==> src/sppe_pkg.sv <==
// sppe_pkg: shared types and constants for the SMS-PP envelope TLV parser.
// No dependencies; imported by sppe_parse and sms_pp_envelope_tlv_parser.
`default_nettype none

package sppe_pkg;

  localparam logic [7:0] TAG_ENVELOPE = 8'hD1;
  localparam logic [7:0] TAG_LONG_LEN = 8'h81;
  localparam logic [7:0] TAG_DEVICE   = 8'h82;
  localparam logic [7:0] TAG_ADDRESS  = 8'h86;
  localparam logic [7:0] TAG_TPDU     = 8'h8B;

  localparam logic [7:0] DEV_ID_LEN_RESET = 8'd2;

  typedef enum logic [1:0] {
    ST_BYTE     = 2'd0,
    ST_EMPTY    = 2'd1,
    ST_ENV_ERR  = 2'd2,
    ST_TPDU_ERR = 2'd3
  } status_t;

  typedef enum logic [3:0] {
    PH_IDLE      = 4'd0,
    PH_ENV_LEN   = 4'd1,
    PH_ENV_LEN2  = 4'd2,
    PH_DEV_TAG   = 4'd3,
    PH_DEV_LEN   = 4'd4,
    PH_DEV_SKIP  = 4'd5,
    PH_ADDR_TAG  = 4'd6,
    PH_ADDR_LEN  = 4'd7,
    PH_ADDR_SKIP = 4'd8,
    PH_TPDU_TAG  = 4'd9,
    PH_TPDU_LEN  = 4'd10,
    PH_TPDU_LEN2 = 4'd11,
    PH_TPDU_DATA = 4'd12
  } phase_t;

  typedef struct packed {
    logic [7:0] byte_value;
    logic       start_of_command;
    logic [7:0] command_length;
  } in_item_t;

  typedef struct packed {
    logic [7:0] tpdu_byte;
    logic [1:0] status;
    logic       last;
  } out_item_t;

endpackage

`default_nettype wire

==> src/sppe_parse.sv <==
// sppe_parse: parse phase state machine, one envelope byte per fire.
// Depends on sppe_pkg for tags, phase and status codes, and item types.
`default_nettype none

module sppe_parse (
  input  wire                  clk,
  input  wire                  rst_n,
  input  wire                  fire,
  input  sppe_pkg::in_item_t   item,
  input  wire  [7:0]           dev_id_len,
  output logic                 res_valid,
  output sppe_pkg::out_item_t  res_item,
  output sppe_pkg::phase_t     phase
);
  import sppe_pkg::*;

  phase_t     phase_r, phase_nxt;
  logic [7:0] pos_r, pos_nxt;
  logic [7:0] saved_r, saved_nxt;
  logic [7:0] skip_r, skip_nxt;
  logic [7:0] rem_r, rem_nxt;

  logic [7:0] b;
  logic [7:0] pos_inc;
  logic [7:0] left;
  logic       len_ok;

  assign b       = item.byte_value;
  assign pos_inc = pos_r + 8'd1;
  // bytes remaining after this byte, mod 256
  assign left    = saved_r - (pos_inc + 8'd1);
  assign len_ok  = (left == b);
  assign phase   = phase_r;

  always_ff @(posedge clk) begin
    if (!rst_n) begin
      phase_r <= PH_IDLE;
      pos_r   <= 8'd0;
      saved_r <= 8'd0;
      skip_r  <= 8'd0;
      rem_r   <= 8'd0;
    end else if (fire) begin
      phase_r <= phase_nxt;
      pos_r   <= pos_nxt;
      saved_r <= saved_nxt;
      skip_r  <= skip_nxt;
      rem_r   <= rem_nxt;
    end
  end

  // next state
  always_comb begin
    phase_nxt = phase_r;
    pos_nxt   = pos_r;
    saved_nxt = saved_r;
    skip_nxt  = skip_r;
    rem_nxt   = rem_r;
    if (item.start_of_command) begin
      saved_nxt = item.command_length;
      pos_nxt   = 8'd0;
      phase_nxt = (b == TAG_ENVELOPE) ? PH_ENV_LEN : PH_IDLE;
    end else begin
      if (phase_r != PH_IDLE) pos_nxt = pos_inc;
      case (phase_r)
        PH_ENV_LEN: begin
          if (b == TAG_LONG_LEN) phase_nxt = PH_ENV_LEN2;
          else                   phase_nxt = len_ok ? PH_DEV_TAG : PH_IDLE;
        end
        PH_ENV_LEN2: begin
          phase_nxt = len_ok ? PH_DEV_TAG : PH_IDLE;
        end
        PH_DEV_TAG: begin
          if      (b == TAG_DEVICE)  phase_nxt = PH_DEV_LEN;
          else if (b == TAG_ADDRESS) phase_nxt = PH_ADDR_LEN;
          else if (b == TAG_TPDU)    phase_nxt = PH_TPDU_LEN;
          else                       phase_nxt = PH_IDLE;
        end
        PH_DEV_LEN: begin
          // length byte itself is not read; size comes from the register
          skip_nxt  = dev_id_len;
          phase_nxt = (dev_id_len == 8'd0) ? PH_ADDR_TAG : PH_DEV_SKIP;
        end
        PH_DEV_SKIP: begin
          skip_nxt = skip_r - 8'd1;
          if (skip_r == 8'd1) phase_nxt = PH_ADDR_TAG;
        end
        PH_ADDR_TAG: begin
          if      (b == TAG_ADDRESS) phase_nxt = PH_ADDR_LEN;
          else if (b == TAG_TPDU)    phase_nxt = PH_TPDU_LEN;
          else                       phase_nxt = PH_IDLE;
        end
        PH_ADDR_LEN: begin
          skip_nxt  = b;
          phase_nxt = (b == 8'd0) ? PH_TPDU_TAG : PH_ADDR_SKIP;
        end
        PH_ADDR_SKIP: begin
          skip_nxt = skip_r - 8'd1;
          if (skip_r == 8'd1) phase_nxt = PH_TPDU_TAG;
        end
        PH_TPDU_TAG: begin
          phase_nxt = (b == TAG_TPDU) ? PH_TPDU_LEN : PH_IDLE;
        end
        PH_TPDU_LEN, PH_TPDU_LEN2: begin
          if (phase_r == PH_TPDU_LEN && b == TAG_LONG_LEN) begin
            phase_nxt = PH_TPDU_LEN2;
          end else if (!len_ok || b == 8'd0) begin
            phase_nxt = PH_IDLE;
          end else begin
            rem_nxt   = b;
            phase_nxt = PH_TPDU_DATA;
          end
        end
        PH_TPDU_DATA: begin
          rem_nxt = rem_r - 8'd1;
          if (rem_r == 8'd1) phase_nxt = PH_IDLE;
        end
        default: phase_nxt = PH_IDLE;
      endcase
    end
  end

  // result
  always_comb begin
    res_valid          = 1'b0;
    res_item.tpdu_byte = 8'd0;
    res_item.status    = ST_BYTE;
    res_item.last      = 1'b1;
    if (!item.start_of_command) begin
      case (phase_r)
        PH_ENV_LEN, PH_ENV_LEN2: begin
          if (!(phase_r == PH_ENV_LEN && b == TAG_LONG_LEN) && !len_ok) begin
            res_valid       = 1'b1;
            res_item.status = ST_ENV_ERR;
          end
        end
        PH_TPDU_LEN, PH_TPDU_LEN2: begin
          if (!(phase_r == PH_TPDU_LEN && b == TAG_LONG_LEN)) begin
            if (!len_ok) begin
              res_valid       = 1'b1;
              res_item.status = ST_TPDU_ERR;
            end else if (b == 8'd0) begin
              res_valid       = 1'b1;
              res_item.status = ST_EMPTY;
            end
          end
        end
        PH_TPDU_DATA: begin
          res_valid          = 1'b1;
          res_item.tpdu_byte = b;
          res_item.last      = (rem_r == 8'd1);
        end
        default: res_valid = 1'b0;
      endcase
    end
  end

endmodule

`default_nettype wire

==> src/sms_pp_envelope_tlv_parser.sv <==
// Path: an accepted byte is held in the input register; its result, if any, is loaded
//   into the output register, which drives out_* until it is taken with out_stall low.
// Throughput: one byte per cycle; the input register refills while a result
//   waits in the output register, so only a stalled full output blocks input.
// Reset (rst_n, synchronous, active low): parser idle, counters zero,
//   device identity length back to 2, both pipeline registers empty.
`default_nettype none

module sms_pp_envelope_tlv_parser (
  input  wire                  clk,
  input  wire                  rst_n,
  input  wire                  in_valid,
  output logic                 in_stall,
  input  sppe_pkg::in_item_t   in_item,
  output logic                 out_valid,
  input  wire                  out_stall,
  output sppe_pkg::out_item_t  out_item,
  input  wire                  cfg_wr_en,
  input  wire  [7:0]           cfg_wr_data
);
  import sppe_pkg::*;

  // configuration: value length of the skipped 82 TLV
  logic [7:0] dev_id_len_r;

  // input register
  logic     in_valid_r;
  in_item_t in_item_r;

  // output register
  logic      out_valid_r;
  out_item_t out_item_r;

  logic      in_fire;
  logic      advance;   // input register item is parsed this cycle
  logic      res_valid;
  out_item_t res_item;
  phase_t    phase;

  // the parse stage moves whenever the output register is free or draining
  assign advance  = in_valid_r && (!out_valid_r || !out_stall);
  assign in_stall = in_valid_r && !advance;
  assign in_fire  = in_valid && !in_stall;

  assign out_valid = out_valid_r;
  assign out_item  = out_item_r;

  always_ff @(posedge clk) begin
    if (!rst_n) begin
      dev_id_len_r <= DEV_ID_LEN_RESET;
    end else if (cfg_wr_en) begin
      dev_id_len_r <= cfg_wr_data;
    end
  end

  always_ff @(posedge clk) begin
    if (!rst_n) begin
      in_valid_r <= 1'b0;
    end else begin
      in_valid_r <= in_fire || (in_valid_r && !advance);
    end
  end

  always_ff @(posedge clk) begin
    if (in_fire) in_item_r <= in_item;
  end

  sppe_parse u_parse (
    .clk        (clk),
    .rst_n      (rst_n),
    .fire       (advance),
    .item       (in_item_r),
    .dev_id_len (dev_id_len_r),
    .res_valid  (res_valid),
    .res_item   (res_item),
    .phase      (phase)
  );

  // output register: load a new result, or drop one that was taken
  always_ff @(posedge clk) begin
    if (!rst_n) begin
      out_valid_r <= 1'b0;
    end else if (advance && res_valid) begin
      out_valid_r <= 1'b1;
    end else if (!out_stall) begin
      out_valid_r <= 1'b0;
    end
  end

  always_ff @(posedge clk) begin
    if (advance && res_valid) out_item_r <= res_item;
  end

  // errors and empty results always close the command
  a_non_byte_is_last: assert property (@(posedge clk) disable iff (!rst_n)
    out_valid_r && (out_item_r.status != ST_BYTE) |-> out_item_r.last)
    else $error("non-data result without last");

  // a closing result returns the parser to idle
  a_last_goes_idle: assert property (@(posedge clk) disable iff (!rst_n)
    advance && res_valid && res_item.last |=> (phase == PH_IDLE))
    else $error("parser not idle after last result");

  // a held input item is never lost
  a_hold_input: assert property (@(posedge clk) disable iff (!rst_n)
    in_valid_r && !advance |=> in_valid_r && $stable(in_item_r))
    else $error("input register lost a stalled item");

  // output register is never overwritten while stalled
  a_no_overwrite: assert property (@(posedge clk) disable iff (!rst_n)
    out_valid_r && out_stall |-> !advance)
    else $error("parse advanced into a stalled full output");

endmodule

`default_nettype wire
==> config.mk <==
export PLATFORM = sky130hd
export DESIGN_NAME = sms_pp_envelope_tlv_parser
export DESIGN_NICKNAME = d
export VERILOG_FILES = /design/src/sppe_pkg.sv /design/src/sppe_parse.sv /design/src/sms_pp_envelope_tlv_parser.sv
export SDC_FILE = /design/constraint.sdc
export NUM_CORES = 1
export LEC_CHECK = 0
export ABC_AREA = 1
export BUFFER_PORTS_ARGS = -buffer_cell sky130_fd_sc_hd__buf_4
export CORE_ASPECT_RATIO = 1.4
export CORE_UTILIZATION = 25
export DETAILED_ROUTE_END_ITERATION = 10
export PLACE_DENSITY = 0.51
export SYNTH_ARGS = -nofsm -noshare
export SYNTH_HDL_FRONTEND = slang
export SYNTH_HIERARCHICAL = 1
export SYNTH_SLANG_ARGS = --single-unit
==> constraint.sdc <==
create_clock -name clk -period 4.1 [get_ports clk]
set_input_delay 1.025 -clock clk [delete_from_list [all_inputs] [get_ports clk]]
set_output_delay 1.025 -clock clk [all_outputs]
set_load 0.01 [all_outputs]
==> impl_metrics.env <==
export IMPL_status="finished, violations left"
export IMPL_violations="DRC"
export IMPL_initial_core_util=0.258
export IMPL_grt_pass1_wl_microns=18500
export IMPL_worstPathMaxFanout=11
export IMPL_yosys_top_cells_area="dfxtp_1 22%, edfxtp_1 20%, nand2_1 11%, nor2_1 7.5%, inv_1 7.3%"
export IMPL_synth_edff_count=28
export IMPL_max_freq_mhz=289
export IMPL_postCtsSetupRepairBufs=0
export IMPL_worstHoldPathType="reg -> reg"
export IMPL_dpl_hpwl_microns=8530
export IMPL_cp_common_cell="nand2_1"
export IMPL_antenna_cells=0
export IMPL_grt_max_degree=34
export IMPL_crit_slowest_cell="dfxtp_1"
export IMPL_cts_hold_buf=0
export IMPL_ys_seq_elements=74
export IMPL_start_kind="flip-flop"
export IMPL_synthArstFlopShare=0
export IMPL_reg2reg_slack_ns=0.64
export IMPL_syn_area_per_cell_sq_um=7.26
export IMPL_area_growth_syn_to_layout_pct=20.6
export IMPL_drt_first_iter_violations=259
export IMPL_synthCells=583
export IMPL_clk_pin_slew_ns=0.06
export IMPL_fin_crit_sh=0.844
export IMPL_gr_total_overflow=0
export IMPL_cts_path_max_buffers=2
export IMPL_synth_top_area_share=0.218
export IMPL_drt_pass1_iter_count=9
export IMPL_rows=55
export IMPL_wl_microns=11300
export IMPL_yosysUniqueCellTypes=47
export IMPL_synth_area_sq_mm=0.00423
export IMPL_io_pins=43
export IMPL_dp_worst_setup_slack_ns=0.830
export IMPL_leakagePower_nw=2.16
export IMPL_p_total_mw=1.80
export IMPL_tightest_slew_ns=0.632
export IMPL_ys_warn_count=6
export IMPL_clock_sinks=74
export IMPL_post_cts_resized=0
export IMPL_critPathMaxStageDelay_ns=0.41
export IMPL_setup_violations=0
export IMPL_core_area_sq_mm=0.0164
export IMPL_cp_end_kind="flip-flop"
export IMPL_slew_headroom=0.578
export IMPL_switchingPower_uw=413
export IMPL_path_delay_family="simple AND/OR/NAND/NOR gates"
export IMPL_die_w_microns=112
export IMPL_grt_pass1_vias=3740
export IMPL_wl_per_cell_microns=13.5
export IMPL_dp_cells=818
export IMPL_seq_power_share=0.447
export IMPL_period_needed_ns=3.46
export IMPL_grt_usage=0.135
export IMPL_slew_viol_final=0
export IMPL_drive_above_1_share=0.145
export IMPL_die_height_microns=156
export IMPL_comb_power_share=0.073
export IMPL_intPower_mw=1.38
export IMPL_worstPathRequired_ns=4.14
export IMPL_rsz0062_at_grt="no"
export IMPL_switching_share=0.230
export IMPL_synth_nets=626
export IMPL_synth_seq_area_share=0.416
export IMPL_gp_congestion=0.844
export IMPL_skew_ns=0.0122
export IMPL_cts_root_buf="clkbuf_16"
export IMPL_synth_ff_type="dfxtp_1"
export IMPL_power_density_mw_per_mm2=352
export IMPL_vias=3873
export IMPL_drc=1
export IMPL_yosysMostFrequentCell="nand2_1"
export IMPL_path_cells="ha_1 > nand2_1 > nor2_1 > nand2_1 > xor2_1 > ha_1 > a21oi_1 > a21boi_0 > nand2_1 > nand2_1 > nand2_1 > nand2_1 > nand2_1 > nand2_1 > o211ai_1 > nand3_1 > nand2_1 > inv_1 > inv_1 > nor3_2 > buf_4"
export IMPL_cts_tree="done"
export IMPL_insertion_delay_ns=0.34
export IMPL_die_area_sq_mm=0.0175
export IMPL_synth_top_cell_by_area="dfxtp_1"
export IMPL_crit_arrival_ns=3.50
export IMPL_fin_setup_tns_ns=0
export IMPL_antenna_found_initial=0
export IMPL_power_frac_clock=0.481
export IMPL_hold_viol=0
export IMPL_ys_top_cells_by_count="121 x nand2_1, 84 x nor2_1, 82 x inv_1"
export IMPL_cts_buffers=9
export IMPL_h_tree_depth=3
export IMPL_ant_nets=0
export IMPL_critPathKind="reg -> reg"
export IMPL_cap_viol_max_count=0
export IMPL_ir_worst_vdd_v=0.000173
export IMPL_post_drt_via_cell_ratio=4.64
export IMPL_path_buf_inv=3
export IMPL_fin_ws_ns=0.639
export IMPL_portBuffers=42
export IMPL_finalNetCount=673
export IMPL_final_cells=834
export IMPL_hold_ws_ns=0.472
## sequential cells by signal, indices dropped and copies added, names as in the netlist
name / count
u_parse/skip_r: 8
u_parse/saved_r: 8
in_item_r: 17
out_valid: 1
out_item: 11
in_valid_r: 1
dev_id_len_r: 8
u_parse/phase: 4
u_parse/pos_r: 8
u_parse/rem_r: 8
## layout make-up
type,instances,area [sq um]
inverter,93,352
sequential,74,1760
fill,1783,11300
clock inverter,4,56.3
clock buffer,12,279
tap,199,249
multi-input combinational,408,2070
timing repair buffer,44,330
## placed cells by master (no fill, tap or decap), types with 3 or more instances in the layout
| master | synthesis | final |
|---|---|---|
| a31oi_1 | 4 | 4 |
| nor2_1 | 84 | 84 |
| nand3_1 | 39 | 39 |
| clkbuf_16 | 0 | 11 |
| edfxtp_1 | 28 | 28 |
| o31ai_1 | 3 | 3 |
| inv_1 | 82 | 82 |
| a21oi_1 | 32 | 32 |
| inv_2 | 9 | 9 |
| dfxtp_1 | 46 | 46 |
| clkinv_4 | 0 | 3 |
| nor2_2 | 10 | 10 |
| a22oi_1 | 3 | 3 |
| nor3_1 | 11 | 10 |
| nand2_1 | 121 | 121 |
| ha_1 | 12 | 12 |
| xor2_1 | 5 | 5 |
| nand4_1 | 7 | 7 |
| buf_4 | 0 | 44 |
| o21ai_0 | 34 | 34 |
| a221oi_1 | 5 | 5 |
| o21ai_1 | 8 | 8 |
| nor4_1 | 4 | 4 |
## worst register-to-register path, cell delays in order, from the launching register on
cell      delay (ns)
dfxtp_1         0.41
ha_1            0.20
nand2_1         0.09
nor2_1          0.15
nand2_1         0.09
xor2_1          0.24
ha_1            0.33
a21oi_1         0.16
a21boi_0        0.25
nand2_1         0.08
nand2_1         0.08
nand2_1         0.05
nand2_1         0.05
nand2_1         0.10
nand2_1         0.13
o211ai_1        0.13
nand3_1         0.09
nand2_1         0.05
inv_1           0.05
inv_1           0.05
nor3_2          0.15
buf_4           0.22
## power by group through the flow
stage | clock network, mW | logic, mW | registers, mW
floorplan | 0 | 0.0897 | 0.807
global route | 0.918 | 0.152 | 0.805
CTS | 0.889 | 0.132 | 0.803
global placement | 0 | 0.132 | 0.819
finish | 0.864 | 0.131 | 0.803
detailed placement | 0 | 0.131 | 0.819
## through the flow
step                 util  area, sq um
floorplan               -         4230
detailed placement  0.291         4770
finish              0.312         5100
CTS                 0.312         5100
global route        0.312         5100
global placement    0.291         4770
## cell families after synthesis
logic type / after synthesis / share of synthesized area
AND/OR/NAND/NOR: 289 / 0.301
buffers and inverters: 101 / 0.0946
AO/OA/AOI/OAI: 99 / 0.134
flip-flops: 74 / 0.416
adder cells (fa/ha/maj): 13 / 0.0402
XOR/XNOR: 7 / 0.0145
## routing by layer
metal	track usage	up-vias	part of all wire
met5	0	-	0
met2	0.243	86	0.50
met1	0.160	1767	0.43
li1	-	2006	-
met4	0.0552	0	0.018
met3	0.0225	14	0.045
## worst paths after layout
check / start / to / cells after the start
min reg2reg: u_parse/saved_r[7] / u_parse/saved_r[7] / 2
max reg2reg: u_parse/pos_r[0] / out_item[7] / 21
max: u_parse/pos_r[0] / out_item[7] / 21
min: u_parse/saved_r[7] / u_parse/saved_r[7] / 2
No activity file was read; power rests on OpenSTA's default activity.
